### config.mk
export PLATFORM = sky130hd
export DESIGN_NAME = rgb_to_hsl_converter_core
export DESIGN_NICKNAME = d
export VERILOG_FILES = /design/src/sv/rgb2hsl_pkg.sv /design/src/sv/rgb2hsl_prep.sv /design/src/sv/rgb2hsl_div.sv /design/src/sv/rgb2hsl_fin.sv /design/src/sv/rgb_to_hsl_converter_core.sv
export SDC_FILE = /design/constraint.sdc
export NUM_CORES = 1
export LEC_CHECK = 0
export CORE_MARGIN = 4
export CORE_UTILIZATION = 60
export DETAILED_ROUTE_END_ITERATION = 8
export DONT_BUFFER_PORTS = 1
export HOLD_SLACK_MARGIN = 0.03
export PLACE_DENSITY = 0.72
export SLEW_MARGIN = 20
export SYNTH_ARGS = -nofsm -noshare
export SYNTH_HDL_FRONTEND = slang
export SYNTH_SLANG_ARGS = --single-unit
### constraint.sdc
create_clock -name clk -period 17.15 [get_ports clk]
set_input_delay 1.715 -clock clk [delete_from_list [all_inputs] [get_ports clk]]
set_output_delay 1.715 -clock clk [all_outputs]
set_load 0.01 [all_outputs]
### src/sv/rgb2hsl_pkg.sv
// shared constants and types for the rgb to hsl converter
`default_nettype none
package rgb2hsl_pkg;
	localparam int unsigned CH_W  = 8;
	localparam int unsigned HUE_W = 9;
	localparam int unsigned PCT_W = 7;
	localparam int unsigned SUM_W = CH_W + 1;

	localparam int unsigned DIV_NW = 15;
	localparam int unsigned DIV_DW = CH_W;
	localparam int unsigned DIV_QW = PCT_W;

	localparam logic [HUE_W-1:0] HUE_RED   = 9'd0;
	localparam logic [HUE_W-1:0] HUE_GREEN = 9'd120;
	localparam logic [HUE_W-1:0] HUE_BLUE  = 9'd240;
	localparam logic [HUE_W-1:0] HUE_WRAP  = 9'd360;
	localparam int unsigned HUE_SPAN = 60;

	localparam int unsigned PCT       = 100;
	localparam int unsigned SAT_SPLIT = 255;
	localparam int unsigned LIT_DIV   = 510;
	localparam int unsigned LIT_RECIP = 25700;
	localparam int unsigned LIT_SHIFT = 17;
	localparam int unsigned LIT_PW    = LIT_SHIFT + PCT_W;
	localparam int unsigned LIT_CW    = 16;

	typedef struct packed {
		logic [HUE_W-1:0] base;
		logic             neg;
		logic             grey;
		logic [SUM_W-1:0] sum;
		logic [PCT_W-1:0] lit0;
	} hue_side_t;
endpackage
`default_nettype wire

### src/sv/rgb2hsl_prep.sv
// front stages: max, min, sector select, divider operands and lightness estimate
`default_nettype none
module rgb2hsl_prep (
	input  logic                                 clk,
	input  logic [1:0]                           en,
	input  logic [rgb2hsl_pkg::CH_W-1:0]         red,
	input  logic [rgb2hsl_pkg::CH_W-1:0]         green,
	input  logic [rgb2hsl_pkg::CH_W-1:0]         blue,
	output logic [rgb2hsl_pkg::DIV_NW-1:0]       hue_num,
	output logic [rgb2hsl_pkg::DIV_DW-1:0]       hue_dvs,
	output logic [rgb2hsl_pkg::DIV_NW-1:0]       sat_num,
	output logic [rgb2hsl_pkg::DIV_DW-1:0]       sat_dvs,
	output rgb2hsl_pkg::hue_side_t               side
);
	import rgb2hsl_pkg::*;

	logic [CH_W-1:0]  mx, mn, x;
	logic [HUE_W-1:0] base;
	logic             neg;

	logic [CH_W-1:0]  d_s1, x_s1;
	logic [SUM_W-1:0] sum_s1;
	logic [HUE_W-1:0] base_s1;
	logic             neg_s1;

	logic [DIV_NW-1:0] hnum, snum;
	logic [CH_W-1:0]   den;
	logic [LIT_PW-1:0] lprod;
	hue_side_t         side_w;

	logic [DIV_NW-1:0] hue_num_s2, sat_num_s2;
	logic [CH_W-1:0]   d_s2, den_s2;
	hue_side_t         side_s2;

	always_comb begin
		if (red >= green && red >= blue) begin
			mx = red;
			mn = (green < blue) ? green : blue;
			if (green > blue) begin
				x    = green - blue;
				base = HUE_RED;
				neg  = 1'b0;
			end else begin
				x    = blue - green;
				base = HUE_WRAP;
				neg  = 1'b1;
			end
		end else if (green >= blue) begin
			mx   = green;
			mn   = (red < blue) ? red : blue;
			base = HUE_GREEN;
			if (blue >= red) begin
				x   = blue - red;
				neg = 1'b0;
			end else begin
				x   = red - blue;
				neg = 1'b1;
			end
		end else begin
			mx   = blue;
			mn   = (red < green) ? red : green;
			base = HUE_BLUE;
			if (red >= green) begin
				x   = red - green;
				neg = 1'b0;
			end else begin
				x   = green - red;
				neg = 1'b1;
			end
		end
	end

	always_ff @(posedge clk) begin
		if (en[0]) begin
			d_s1    <= mx - mn;
			sum_s1  <= SUM_W'(mx) + SUM_W'(mn);
			x_s1    <= x;
			base_s1 <= base;
			neg_s1  <= neg;
		end
	end

	// ceil for the descending side comes from adding d - 1 to the dividend
	always_comb begin
		hnum = DIV_NW'(x_s1) * DIV_NW'(HUE_SPAN);
		if (neg_s1)
			hnum = hnum + DIV_NW'(d_s1) - DIV_NW'(1);
		snum = DIV_NW'(d_s1) * DIV_NW'(PCT);
		if (sum_s1 < SUM_W'(SAT_SPLIT))
			den = sum_s1[CH_W-1:0];
		else
			den = CH_W'(10'(LIT_DIV) - 10'(sum_s1));
		lprod       = LIT_PW'(sum_s1) * LIT_PW'(LIT_RECIP);
		side_w.base = base_s1;
		side_w.neg  = neg_s1;
		side_w.grey = (d_s1 == '0);
		side_w.sum  = sum_s1;
		side_w.lit0 = lprod[LIT_SHIFT +: PCT_W];
	end

	always_ff @(posedge clk) begin
		if (en[1]) begin
			hue_num_s2 <= hnum;
			sat_num_s2 <= snum;
			d_s2       <= d_s1;
			den_s2     <= den;
			side_s2    <= side_w;
		end
	end

	assign hue_num = hue_num_s2;
	assign hue_dvs = d_s2;
	assign sat_num = sat_num_s2;
	assign sat_dvs = den_s2;
	assign side    = side_s2;
endmodule
`default_nettype wire

### src/sv/rgb2hsl_div.sv
// pipelined restoring divider, one quotient bit per stage
`default_nettype none
module rgb2hsl_div #(
	parameter int unsigned NW = rgb2hsl_pkg::DIV_NW,
	parameter int unsigned DW = rgb2hsl_pkg::DIV_DW,
	parameter int unsigned QW = rgb2hsl_pkg::DIV_QW,
	parameter int unsigned SW = 1
) (
	input  logic          clk,
	input  logic [QW-1:0] en,
	input  logic [NW-1:0] num,
	input  logic [DW-1:0] dvs,
	input  logic [SW-1:0] side_in,
	output logic [QW-1:0] quo,
	output logic [SW-1:0] side_out
);
	localparam int unsigned CW = (NW > DW + QW) ? NW : DW + QW;

	logic [NW-1:0] rem_s  [QW];
	logic [DW-1:0] dvs_s  [QW];
	logic [QW-1:0] quo_s  [QW];
	logic [SW-1:0] side_s [QW];

	for (genvar k = 0; k < QW; k++) begin : g_stg
		logic [NW-1:0] rem_i;
		logic [DW-1:0] dvs_i;
		logic [QW-1:0] quo_i;
		logic [SW-1:0] side_i;
		logic [CW-1:0] trial, rem_w;
		logic          take;

		if (k == 0) begin : g_first
			assign rem_i  = num;
			assign dvs_i  = dvs;
			assign quo_i  = '0;
			assign side_i = side_in;
		end else begin : g_next
			assign rem_i  = rem_s[k-1];
			assign dvs_i  = dvs_s[k-1];
			assign quo_i  = quo_s[k-1];
			assign side_i = side_s[k-1];
		end

		assign trial = CW'(dvs_i) << (QW - 1 - k);
		assign rem_w = CW'(rem_i);
		assign take  = (rem_w >= trial);

		always_ff @(posedge clk) begin
			if (en[k]) begin
				rem_s[k]  <= take ? NW'(rem_w - trial) : rem_i;
				dvs_s[k]  <= dvs_i;
				quo_s[k]  <= quo_i | (QW'(take) << (QW - 1 - k));
				side_s[k] <= side_i;
			end
		end
	end

	assign quo      = quo_s[QW-1];
	assign side_out = side_s[QW-1];
endmodule
`default_nettype wire

### src/sv/rgb2hsl_fin.sv
// output stage: hue assembly, grey override, lightness correction
`default_nettype none
module rgb2hsl_fin (
	input  logic                              clk,
	input  logic                              en,
	input  logic [rgb2hsl_pkg::DIV_QW-1:0]    hue_quo,
	input  logic [rgb2hsl_pkg::DIV_QW-1:0]    sat_quo,
	input  logic                              sat_grey,
	input  rgb2hsl_pkg::hue_side_t            side,
	output logic [rgb2hsl_pkg::HUE_W-1:0]     hue,
	output logic [rgb2hsl_pkg::PCT_W-1:0]     saturation,
	output logic [rgb2hsl_pkg::PCT_W-1:0]     lightness
);
	import rgb2hsl_pkg::*;

	logic [HUE_W-1:0]  hue_w;
	logic [PCT_W-1:0]  sat_w, lit_w;
	logic [LIT_CW-1:0] pct_sum, lit_back, lit_rem;
	logic [HUE_W-1:0]  hue_q;
	logic [PCT_W-1:0]  sat_q, lit_q;

	always_comb begin
		if (side.grey)
			hue_w = '0;
		else if (side.neg)
			hue_w = side.base - HUE_W'(hue_quo);
		else
			hue_w = side.base + HUE_W'(hue_quo);
		sat_w = sat_grey ? '0 : PCT_W'(sat_quo);
		// estimate is exact or one low
		pct_sum  = LIT_CW'(side.sum) * LIT_CW'(PCT);
		lit_back = LIT_CW'(side.lit0) * LIT_CW'(LIT_DIV);
		lit_rem  = pct_sum - lit_back;
		lit_w    = (lit_rem >= LIT_CW'(LIT_DIV)) ? side.lit0 + PCT_W'(1) : side.lit0;
	end

	always_ff @(posedge clk) begin
		if (en) begin
			hue_q <= hue_w;
			sat_q <= sat_w;
			lit_q <= lit_w;
		end
	end

	assign hue        = hue_q;
	assign saturation = sat_q;
	assign lightness  = lit_q;
endmodule
`default_nettype wire

### src/sv/rgb_to_hsl_converter_core.sv
// top level of the rgb to hsl converter
//
// Converts one 8-bit rgb pixel per beat into hue (0..360 degrees), saturation and
// lightness (0..100 percent), all truncated toward zero. Accepts a pixel every clock
// while the output is not stalled. The pipeline is two front stages, a 7-stage divider
// for hue and saturation (one quotient bit per stage, both run side by side) and a
// registered output. Each stage has a valid bit and moves on when the stage after it
// is empty or moving, so bubbles close up while a result is held at the output.
`default_nettype none
module rgb_to_hsl_converter_core (
	input  logic                              clk,
	input  logic                              arst_n,
	input  logic                              pix_valid,
	output logic                              pix_ready,
	input  logic [rgb2hsl_pkg::CH_W-1:0]      red,
	input  logic [rgb2hsl_pkg::CH_W-1:0]      green,
	input  logic [rgb2hsl_pkg::CH_W-1:0]      blue,
	output logic                              hsl_valid,
	input  logic                              hsl_ready,
	output logic [rgb2hsl_pkg::HUE_W-1:0]     hue,
	output logic [rgb2hsl_pkg::PCT_W-1:0]     saturation,
	output logic [rgb2hsl_pkg::PCT_W-1:0]     lightness
);
	import rgb2hsl_pkg::*;

	localparam int unsigned NSTG = 2 + DIV_QW + 1;

	logic [NSTG-1:0]   vld_q;
	logic [NSTG-1:0]   adv;

	logic [DIV_NW-1:0] hue_num, sat_num;
	logic [DIV_DW-1:0] hue_dvs, sat_dvs;
	hue_side_t         side_p, side_d;
	logic [DIV_QW-1:0] hue_quo, sat_quo;
	logic              sat_grey;

	always_comb begin
		adv[NSTG-1] = ~vld_q[NSTG-1] | hsl_ready;
		for (int i = NSTG - 2; i >= 0; i--)
			adv[i] = ~vld_q[i] | adv[i+1];
	end

	always_ff @(posedge clk or negedge arst_n) begin
		if (!arst_n) begin
			vld_q <= '0;
		end else begin
			if (adv[0])
				vld_q[0] <= pix_valid;
			for (int i = 1; i < NSTG; i++)
				if (adv[i])
					vld_q[i] <= vld_q[i-1];
		end
	end

	assign pix_ready = adv[0];
	assign hsl_valid = vld_q[NSTG-1];

	rgb2hsl_prep u_prep (
		.clk     (clk),
		.en      (adv[1:0]),
		.red     (red),
		.green   (green),
		.blue    (blue),
		.hue_num (hue_num),
		.hue_dvs (hue_dvs),
		.sat_num (sat_num),
		.sat_dvs (sat_dvs),
		.side    (side_p)
	);

	rgb2hsl_div #(
		.NW (DIV_NW),
		.DW (DIV_DW),
		.QW (DIV_QW),
		.SW ($bits(hue_side_t))
	) u_div_hue (
		.clk      (clk),
		.en       (adv[2 +: DIV_QW]),
		.num      (hue_num),
		.dvs      (hue_dvs),
		.side_in  (side_p),
		.quo      (hue_quo),
		.side_out (side_d)
	);

	rgb2hsl_div #(
		.NW (DIV_NW),
		.DW (DIV_DW),
		.QW (DIV_QW),
		.SW (1)
	) u_div_sat (
		.clk      (clk),
		.en       (adv[2 +: DIV_QW]),
		.num      (sat_num),
		.dvs      (sat_dvs),
		.side_in  (side_p.grey),
		.quo      (sat_quo),
		.side_out (sat_grey)
	);

	rgb2hsl_fin u_fin (
		.clk        (clk),
		.en         (adv[NSTG-1]),
		.hue_quo    (hue_quo),
		.sat_quo    (sat_quo),
		.sat_grey   (sat_grey),
		.side       (side_d),
		.hue        (hue),
		.saturation (saturation),
		.lightness  (lightness)
	);
endmodule
`default_nettype wire

[After elaboration in Yosys (flattened, before gate mapping)]
Memory sizes are Yosys's and may differ from the RTL's. A register that Yosys moved wholly into a read port is not among the register bits.
Cells that the tools add are included.
W data, S select, Z words.
Word-level totals
  register bits: 132
  bits in latches: 0
  bits in writable memories: 616
  memory bits (read-only): 0
  bits of input ports: 28
  output and inout bits: 25
  logic and storage cells: 179
  memories kept: 8
Memories
  u_div_hue.side_s: depth 7, width 27, read ports 7, clocked after memory_dff 0, write ports 7, line rgb2hsl_div.sv:22  | logic [SW-1:0] side_s [QW];
  u_div_hue.rem_s: depth 7, width 15, read ports 6, clocked after memory_dff 0, write ports 7, line rgb2hsl_div.sv:19  | logic [NW-1:0] rem_s [QW];
  u_div_sat.rem_s: depth 7, width 15, read ports 6, clocked after memory_dff 0, write ports 7, line rgb2hsl_div.sv:19
  u_div_hue.dvs_s: depth 7, width 8, read ports 6, clocked after memory_dff 0, write ports 7, line rgb2hsl_div.sv:20  | logic [DW-1:0] dvs_s [QW];
  u_div_sat.dvs_s: depth 7, width 8, read ports 6, clocked after memory_dff 0, write ports 7, line rgb2hsl_div.sv:20
  u_div_hue.quo_s: depth 7, width 7, read ports 7, clocked after memory_dff 0, write ports 7, line rgb2hsl_div.sv:21  | logic [QW-1:0] quo_s [QW];
  +2 memories
Cells by class
  add/sub/neg operators: 29
  multipliers: 5
  div/mod/pow operators: 0
  order comparisons: 24
  equal/unequal tests: 0
  shift operators: 0
  mux-type cells: 52
  bitwise gates (word level): 32
  reduce and logical (&&, ||, !) cells: 2
Operators by type and width (number)
  $mux W15: 14
  $mux W8: 14
  $sub A8 B8 Y8: 7
  $ge A8 B8 Y1: 4
  $ge A15 B10 Y1: 2
  $ge A15 B11 Y1: 2
  $ge A15 B12 Y1: 2
  $ge A15 B13 Y1: 2
  $ge A15 B14 Y1: 2
  $ge A15 B8 Y1: 2
  $ge A15 B9 Y1: 2
  $sub A15 B10 Y15: 2
  $sub A15 B11 Y15: 2
  $sub A15 B12 Y15: 2
  $sub A15 B13 Y15: 2
  $sub A15 B14 Y15: 2
  $sub A15 B8 Y15: 2
  $sub A15 B9 Y15: 2
  $mux W9: 3
  $lt A8 B8 Y1: 3
  $mul A9 B13 Y22 const B: 1
  $mux W1: 19
  $ge A16 B9 Y1 const B: 1
  $sub A16 B16 Y16: 1
  other kinds (25): 49

[Longest topological paths before layout]
Gate-level depths: netlist of run 1.
  depth in word-level cells: 11
  depth in mapped cells: 24
  depth with buffers taken out: 24

[By module]
A second synthesis of run 1 with hierarchy kept.
Second synthesis, totals
  cell total of the unflattened synthesis: 3039
  area total of the unflattened synthesis: 37359.6 µm²
Modules (own cells, without submodules)
  rgb2hsl_div (u_div_hue): instances 1, cells each 869, area an instance 14298.7 µm², sequential area each 10660.2 µm²
  rgb2hsl_prep: instances 1, cells each 1007, area an instance 9790.6 µm², sequential area each 2762.6 µm²
  rgb2hsl_div (u_div_sat): instances 1, cells each 690, area an instance 8764.7 µm², sequential area each 5195.0 µm²
  rgb2hsl_fin: instances 1, cells each 437, area an instance 4062.6 µm², sequential area each 690.7 µm²
  rgb_to_hsl_converter_core: instances 1, cells each 36, area an instance 442.9 µm², sequential area each 250.2 µm²

[Worst setup path after synthesis of run 1]
No wires, ideal clock.
  kind: input to output
  start: in hsl_ready
  end: out pix_ready
  arrival: 6335 ps
  slack: 9100 ps
  stages on the path: 6
  cell sequence: nand2b_1 > nor2_1 > and3_1 > nand4_1 > nor2_1 > nand3_1
Between the ends
  word-level cells in the longest chain between the ends: 10
Ends and longest elaborated chain
  start, declared: line rgb_to_hsl_converter_core.sv:19  | input logic hsl_ready,
  $or A1 B1 Y1: line rgb_to_hsl_converter_core.sv:38  | adv[NSTG-1] = ~vld_q[NSTG-1] | hsl_ready;
  $or A1 B1 Y1 (6 in a row): line rgb_to_hsl_converter_core.sv:40  | adv[i] = ~vld_q[i] | adv[i+1];
  named net adv[3]: line rgb_to_hsl_converter_core.sv:29  | logic [NSTG-1:0] adv;
  $or A1 B1 Y1 (3 in a row): line rgb_to_hsl_converter_core.sv:40
  end, declared: line rgb_to_hsl_converter_core.sv:14  | output logic pix_ready,
The timed path passes the listed nets, and every way through them passes these cells.

==> results of run 1 <==
-- stage by stage --
stage | hold slack [ps] | setup WS (ps) | area, um^2 | instances
3_5_place_dp | 405 | 10350 | 35100 | 3623
5_1_grt | 409 | 9980 | 37100 | 3732
6_report | 412 | 10330 | 37100 | 3732
2_1_floorplan | 400 | 9100 | 34100 | 2890
4_1_cts | 407 | 10330 | 37100 | 3732
3_3_place_gp | 400 | 10350 | 35100 | 3623
-- kinds of logic after synthesis --
kind of cell             after synthesis
XOR/XNOR                             193
buffers and inverters                418
AND/OR/NAND/NOR                      648
other                                  1
adder cells (fa/ha/maj)              447
multiplexers                          50
flip-flops                           586
AO/OA/AOI/OAI                        547
-- final cells by class --
cell class / count / area share, %
Clock buffer: 66 / 4.05
Clock inverter: 43 / 1.34
Sequential cell: 586 / 47.3
Tap cell: 756 / 2.55
Inverter: 382 / 3.87
Multi-Input combinational cell: 1886 / 40.6
Timing Repair Buffer: 13 / 0.263
-- registers in the layout (all words and copies together) (netlist names), named ones only --
register / flops
u_div_hue.dvs_s: 47
u_fin.saturation: 7
u_prep.hue_dvs: 7
u_prep.sat_dvs: 7
u_prep.sum_s1: 8
u_prep.hue_num: 15
u_div_sat.rem_s: 69
u_fin.lightness: 7
u_prep.d_s1: 8
u_prep.base_s1: 5
u_div_sat.quo_s: 28
u_div_hue.rem_s: 90
vld_q: 10
u_div_hue.quo_s: 28
u_div_sat.dvs_s: 43
u_fin.hue: 9
u_prep.sat_num: 10
u_prep.side: 23
u_prep.x_s1: 8
u_div_hue.side_s: 155
u_prep.neg_s1: 1
-- final timing paths --
check | from | to | cells after the start
max | u_div_hue.side_s[6][4]$_DFFE_PP_ | u_fin.lightness[1]$_DFFE_PP_ | 22
min | u_prep.side[9]$_DFFE_PP_ | u_div_hue.side_s[0][9]$_DFFE_PP_ | 0
max reg2reg | u_div_hue.side_s[6][4]$_DFFE_PP_ | u_fin.lightness[1]$_DFFE_PP_ | 22
min reg2reg | u_prep.side[9]$_DFFE_PP_ | u_div_hue.side_s[0][9]$_DFFE_PP_ | 0
max in group asynchronous | arst_n | vld_q[5]$_DFFE_PN0P_ | 0
min in group asynchronous | arst_n | vld_q[0]$_DFFE_PN0P_ | 0
-- synthesized netlist by cell type, drive strengths merged (7+ instances only) --
master | instances | area, um^2
xnor2 | 132 | 1160
and2 | 12 | 75.1
inv | 382 | 1430
a31oi | 17 | 106
nand4 | 32 | 200
fa | 73 | 1460
xor2 | 60 | 526
nand2b | 36 | 225
nand2 | 166 | 623
nor2b | 54 | 345
o211ai | 12 | 90.1
or2 | 9 | 58.8
and3 | 8 | 50.1
o41ai | 7 | 61.3
mux2 | 21 | 240
a21oi | 174 | 875
nor2 | 187 | 702
a211oi | 16 | 120
mux2i | 29 | 290
nand3 | 24 | 120
nor3 | 39 | 195
nand3b | 12 | 90.1
nor4b | 8 | 70.1
nand4b | 9 | 78.8
a41oi | 10 | 87.6
o21a | 27 | 203
edfxtp | 576 | 17300
dfrtp | 10 | 250
or3 | 11 | 68.8
a21o | 41 | 308
o31ai | 18 | 149
clkbuf | 30 | 113
nor4 | 19 | 125
ha | 374 | 4680
a21boi | 25 | 188
o21ai | 134 | 671
o21bai | 22 | 165
-- routing by layer --
layer / share of wire, % / GRT usage (%) / up-vias
met5: 0 / 0 / -
met4: 3.2 / 7.26 / 0
met3: 3.3 / 2.76 / 129
met2: 50 / 36.8 / 378
met1: 44 / 27.5 / 9929
li1: - / - / 10400
-- worst max-delay path: cells and delay by family (launching register included) --
| family | cells | cell delay [ps] |
|---|---|---|
| AO/OA/AOI/OAI | 8 | 1540 |
| buffers and inverters | 2 | 90 |
| flip-flops | 1 | 520 |
| AND/OR/NAND/NOR | 2 | 570 |
| adder cells (fa/ha/maj) | 6 | 2950 |
| XOR/XNOR | 3 | 610 |
| multiplexers | 1 | 300 |
==> impl_metrics.env, run 1 <==
export IMPL_die_y_um=247
export IMPL_rsz0062_at_grt="false"
export IMPL_slew_violations=0
export IMPL_ctsResizeCount=0
export IMPL_place_port_buffers=0
export IMPL_setup_viol=0
export IMPL_place_hpwl_um=48600
export IMPL_end_kind="flop"
export IMPL_worstPathArrival_ps=7170
export IMPL_synth_xor_area_share_pct=5.00
export IMPL_max_freq_ghz=0.147
export IMPL_grt_pass1_wl_um=105000
export IMPL_crit_fanout=9
export IMPL_cts_reportedPaths_clkPinSlew_ps=70
export IMPL_cts_path_max_buffers=3
export IMPL_grt_max_degree=80
export IMPL_synth_ff_type="edfxtp_1"
export IMPL_core_um2=56400
export IMPL_io_pins=53
export IMPL_insertion_delay_ps=620
export IMPL_crit_top_cell="fa_1"
export IMPL_layout_drive_gt1_share_pct=5.24
export IMPL_yosys_cell_types_count=77
export IMPL_postCtsSetupRepairBufs=0
export IMPL_synth_edf_count=576
export IMPL_relSlewSlack_pct=33.3
export IMPL_yosysSeqAreaShare_pct=51.4
export IMPL_firstDrtPassIters=5
export IMPL_tns_ps=0
export IMPL_tightest_slew_ps=1000
export IMPL_ctsHoldBuffers=0
export IMPL_num_vias=20900
export IMPL_track_usage_pct=21.1
export IMPL_cap_viol_max_count=0
export IMPL_fill_cells=4132
export IMPL_r2r_slack_ps=10330
export IMPL_synth_mux_area_share_pct=1.55
export IMPL_synth_avg_cell_area_um2=11.8
export IMPL_multi_input_area_um2=15100
export IMPL_period_share_pct=39.7
export IMPL_dieArea_um2=60800
export IMPL_synth_area_um2=34100
export IMPL_n_antenna_cell=0
export IMPL_overflow=0
export IMPL_crit_slowest_cell="fa_1"
export IMPL_cts_made_buffers=58
export IMPL_initial_utilization_pct=60.5
export IMPL_crit_path_max_incr_delay_ps=780
export IMPL_h_tree_depth=2
export IMPL_path_cells="fa_1, fa_1, fa_1, inv_1, fa_1, inv_1, ha_1, o21a_1, o31ai_4, a21oi_1, or2_2, xnor2_1, ha_1, o21a_1, o211ai_1, o22ai_1, a211o_1, a21oi_1, xnor2_1, xnor3_2, or2_4, mux2_4"
export IMPL_vias_per_cell=5.59
export IMPL_ys_warnings_count=0
export IMPL_antenna_found_initial=0
export IMPL_row_count=87
export IMPL_cp_data_required_time_ps=17510
export IMPL_hold_path_class="flop to flop"
export IMPL_critical_path_class="flop to flop"
export IMPL_ctsRootBufferMaster="clkbuf_16"
export IMPL_cts_tree="yes"
export IMPL_final_common_cell="edfxtp_1"
export IMPL_seqCellArea_um2=17500
export IMPL_first_iter_violations=1066
export IMPL_die_w_um=247
export IMPL_place_gp_congestion=0.919
export IMPL_synthArstFlopShare_pct=1.71
export IMPL_synth_seq_cells=586
export IMPL_routedWlPerCell_um=16.9
export IMPL_outcome="finished clean"
export IMPL_period_needed_ps=6820
export IMPL_drc=0
export IMPL_postLayoutCoreUtil_pct=65.8
export IMPL_clkSinkCount=586
export IMPL_final_antenna_net_count=0
export IMPL_routed_wl_um=63100
export IMPL_area_growth_pct=8.65
export IMPL_synthAdderAreaFrac_pct=18.0
export IMPL_syn_inst=2890
export IMPL_synth_compound_area_share_pct=10.0
export IMPL_fin_nets=3402
export IMPL_clock_skew_ps=22.5
export IMPL_critPathLaunchType="flop"
export IMPL_final_cell_mix="576 x edfxtp_1, 380 x inv_1, 374 x ha_1"
export IMPL_synth_fp_nets=3365
export IMPL_synthSimpleGateAreaFrac_pct=9.41
export IMPL_grt_pass1_vias=20900
export IMPL_hold_viol_final=0
export IMPL_synth_top_family_by_area="adder cells"
Power of run 1 is not shown: default switching activity piles up to over one toggle a cycle in this logic, so the estimate is an artifact.
==> run 2: changes to the inputs <==
Settings changed: ABC_AREA from default to 1.
Clock period 17.15 ns to 6.7 ns, I/O delays scaled along.
==> run 2 against run 1 <==
  * Register-to-register slack got worse by 9700 ps
  * Area after synthesis rose by 4.0%
  * First-iteration DRC count is 34% higher
  * Design area grew 2.9%
  * Cell count increased by 14%
  * Routed wire length increased by 13%
  * Via count rose by 12%
  * Worst hold slack worse by 250 ps
  * Synthesized cell count up 18%
  * Flip-flop and latch count unchanged
==> impl_metrics.env, run 2 <==
export IMPL_outcome="finished clean"
export IMPL_final_antenna_net_count=0
export IMPL_period_share_pct=90.9
export IMPL_dieArea_um2=63100
export IMPL_num_vias=23400
export IMPL_synth_compound_area_share_pct=8.93
export IMPL_vias_per_cell=5.48
export IMPL_clkSinkCount=586
export IMPL_h_tree_depth=2
export IMPL_hold_viol_final=0
export IMPL_routed_wl_um=71500
export IMPL_row_count=88
export IMPL_firstDrtPassIters=5
export IMPL_largestRegisters="u_div_hue.side_s (155), u_div_hue.rem_s (90), u_div_sat.rem_s (69)"
export IMPL_slew_violations=0
export IMPL_cts_made_buffers=61
export IMPL_postCtsSetupRepairBufs=0
export IMPL_synth_area_um2=35500
export IMPL_syn_inst=3422
export IMPL_worstPathArrival_ps=6450
export IMPL_place_port_buffers=0
export IMPL_layout_drive_gt1_share_pct=5.62
export IMPL_synthArstFlopShare_pct=1.71
export IMPL_ctsRootBufferMaster="clkbuf_16"
export IMPL_placed_area_um2=36300
export IMPL_crit_fanout=8
export IMPL_insertion_delay_ps=630
export IMPL_critical_path_class="flop to flop"
export IMPL_cts_reportedPaths_clkPinSlew_ps=60
export IMPL_cts_path_max_buffers=3
export IMPL_grt_pass1_vias=23500
export IMPL_final_common_cell="nand2_1"
export IMPL_yosys_cell_types_count=70
export IMPL_relSlewSlack_pct=28.7
export IMPL_synth_top_family_by_area="adder cells"
export IMPL_regMostFlops="u_div_hue.side_s"
export IMPL_overflow=0
export IMPL_ys_warnings_count=0
export IMPL_routedWlPerCell_um=16.7
export IMPL_synthSimpleGateAreaFrac_pct=13.2
export IMPL_tns_ps=0
export IMPL_hold_path_class="primary input to flop"
export IMPL_synth_top_area_cell="edfxtp_1"
export IMPL_io_pins=53
export IMPL_track_usage_pct=22.7
export IMPL_rsz0062_at_grt="false"
export IMPL_yosysSeqAreaShare_pct=49.4
export IMPL_drc=0
export IMPL_synth_ff_type="edfxtp_1"
export IMPL_place_hpwl_um=56000
export IMPL_synth_most_common_cell="nand2_1"
export IMPL_synth_top_area_share_pct=48.7
export IMPL_end_kind="flop"
export IMPL_period_needed_ps=6090
export IMPL_synth_edf_count=576
export IMPL_synthAdderAreaFrac_pct=17.3
export IMPL_initial_utilization_pct=61.1
export IMPL_max_freq_ghz=0.164
export IMPL_fin_nets=3931
export IMPL_cap_viol_max_count=0
export IMPL_place_gp_congestion=0.929
export IMPL_die_w_um=251
export IMPL_area_growth_pct=7.50
export IMPL_grt_max_degree=71
export IMPL_synth_fp_nets=3897
export IMPL_hold_slack_ps=164
export IMPL_synth_mux_area_share_pct=0.120
export IMPL_setup_viol=0
export IMPL_clock_skew_ps=38.3
export IMPL_die_y_um=251
export IMPL_synth_seq_cells=586
export IMPL_first_iter_violations=1431
export IMPL_finalWorstSetupSlack_ps=610
export IMPL_fin_area_um2=38200
export IMPL_critPathLaunchType="flop"
export IMPL_synth_avg_cell_area_um2=10.4
export IMPL_final_cell_mix="591 x nand2_1, 576 x edfxtp_1, 525 x inv_1"
export IMPL_synth_area_top_cells="edfxtp_1 49%, ha_1 13%, nand2_1 6.3%, inv_1 5.6%, fa_1 4.1%"
export IMPL_grt_pass1_wl_um=117000
export IMPL_cts_tree="yes"
export IMPL_core_um2=58100
export IMPL_antenna_found_initial=0
export IMPL_cp_data_required_time_ps=7060
export IMPL_largest_register_ffs=155
export IMPL_synth_cells_most_frequent="592 x nand2_1, 576 x edfxtp_1, 529 x inv_1"
export IMPL_place_ws_ps=626
export IMPL_synth_xor_area_share_pct=4.54
export IMPL_tightest_slew_ps=1070
## run 2: cell count changes after synthesis, moves of 27 or more
cell / previous run / this run
a21oi_1: 173 / 236
inv_1: 382 / 529
mux2i_1: 29 / 2
nand2_1: 166 / 592
nand2b_1: 36 / 0
nand3_1: 24 / 108
nor2_1: 187 / 221
nor2b_1: 53 / 0
xnor2_1: 132 / 62
xor2_1: 60 / 122
## run 2: per-stage QoR
stage                     instances  util [%]
after detailed placement       4157      62.4
final                          4270      65.7
after global routing           4269      65.7
after global placement         4157      62.4
after CTS                      4269      65.7
after floorplan                3422         -
## run 2: metal layers
metal / GRT usage [%] / share of wire, % / wire, um / up-vias
li1: - / - / - / 11700
met1: 28.9 / 43 / 30400 / 10900
met2: 39.2 / 49 / 34700 / 591
met3: 3.55 / 4.8 / 3470 / 159
met4: 8.70 / 4.1 / 2940 / 0
met5: 0 / 0 / 0 / -
## run 2: final timing paths
| path | from | end | slack [ps] | cells past startpoint |
|---|---|---|---|---|
| min in group asynchronous | arst_n | vld_q[7]$_DFFE_PN0P_ | 530 | 1 |
| min | pix_valid | vld_q[0]$_DFFE_PN0P_ | 160 | 2 |
| max reg2reg | u_div_hue.side_s[6][5]$_DFFE_PP_ | u_fin.lightness[4]$_DFFE_PP_ | 610 | 24 |
| max in group asynchronous | arst_n | vld_q[9]$_DFFE_PN0P_ | 5740 | 1 |
| max | u_div_hue.side_s[6][5]$_DFFE_PP_ | u_fin.lightness[4]$_DFFE_PP_ | 610 | 24 |
| min reg2reg | u_div_sat.quo_s[4][6]$_DFFE_PP_ | u_div_sat.quo_s[5][6]$_DFFE_PP_ | 400 | 0 |
## run 2: final cells by class
| cell class | instances | area (um^2) |
|---|---|---|
| Fill cell | 4400 | 20000 |
| Inverter | 541 | 2040 |
| Tap cell | 765 | 957 |
| Clock buffer | 72 | 1570 |
| Clock inverter | 39 | 313 |
| Multi-Input combinational cell | 2256 | 15700 |
| Antenna cell | 1 | 2.50 |
| Sequential cell | 586 | 17500 |
| Timing Repair Buffer | 10 | 77.6 |
## run 2: worst max-delay path: stages (launching register included)
cell and delay, ps:
edfxtp_1 530, fa_1 770, fa_1 480, fa_1 510, inv_1 60, fa_1 500
inv_1 40, ha_1 340, a21oi_1 190, o21ai_0 90, a21oi_1 210, o21ai_0 170
xnor2_1 190, ha_1 390, inv_1 100, nor3_1 260, inv_1 60, nor2_1 150
nor2_1 70, nand3_1 70, nand2_1 90, nor2_4 260, nand3_4 160, nand2_1 90
nand2_1 60
## run 2: what timing repair did
item                                   4_1_cts  5_1_grt
hold buffers                                 1        0
resized for setup                            0        0
endpoints found under the hold margin       10        0
## run 2: logic make-up (layout without fill, tap and decap cells)
kind of cell,after synthesis,count (layout)
simple gates,1078,1078
flops,586,586
buf+inv,580,662
compound gates,542,542
fa+ha+maj,447,447
xor+xnor,184,184
mux,4,4
other cells,1,2
Power of run 2 is left out for the same reason.
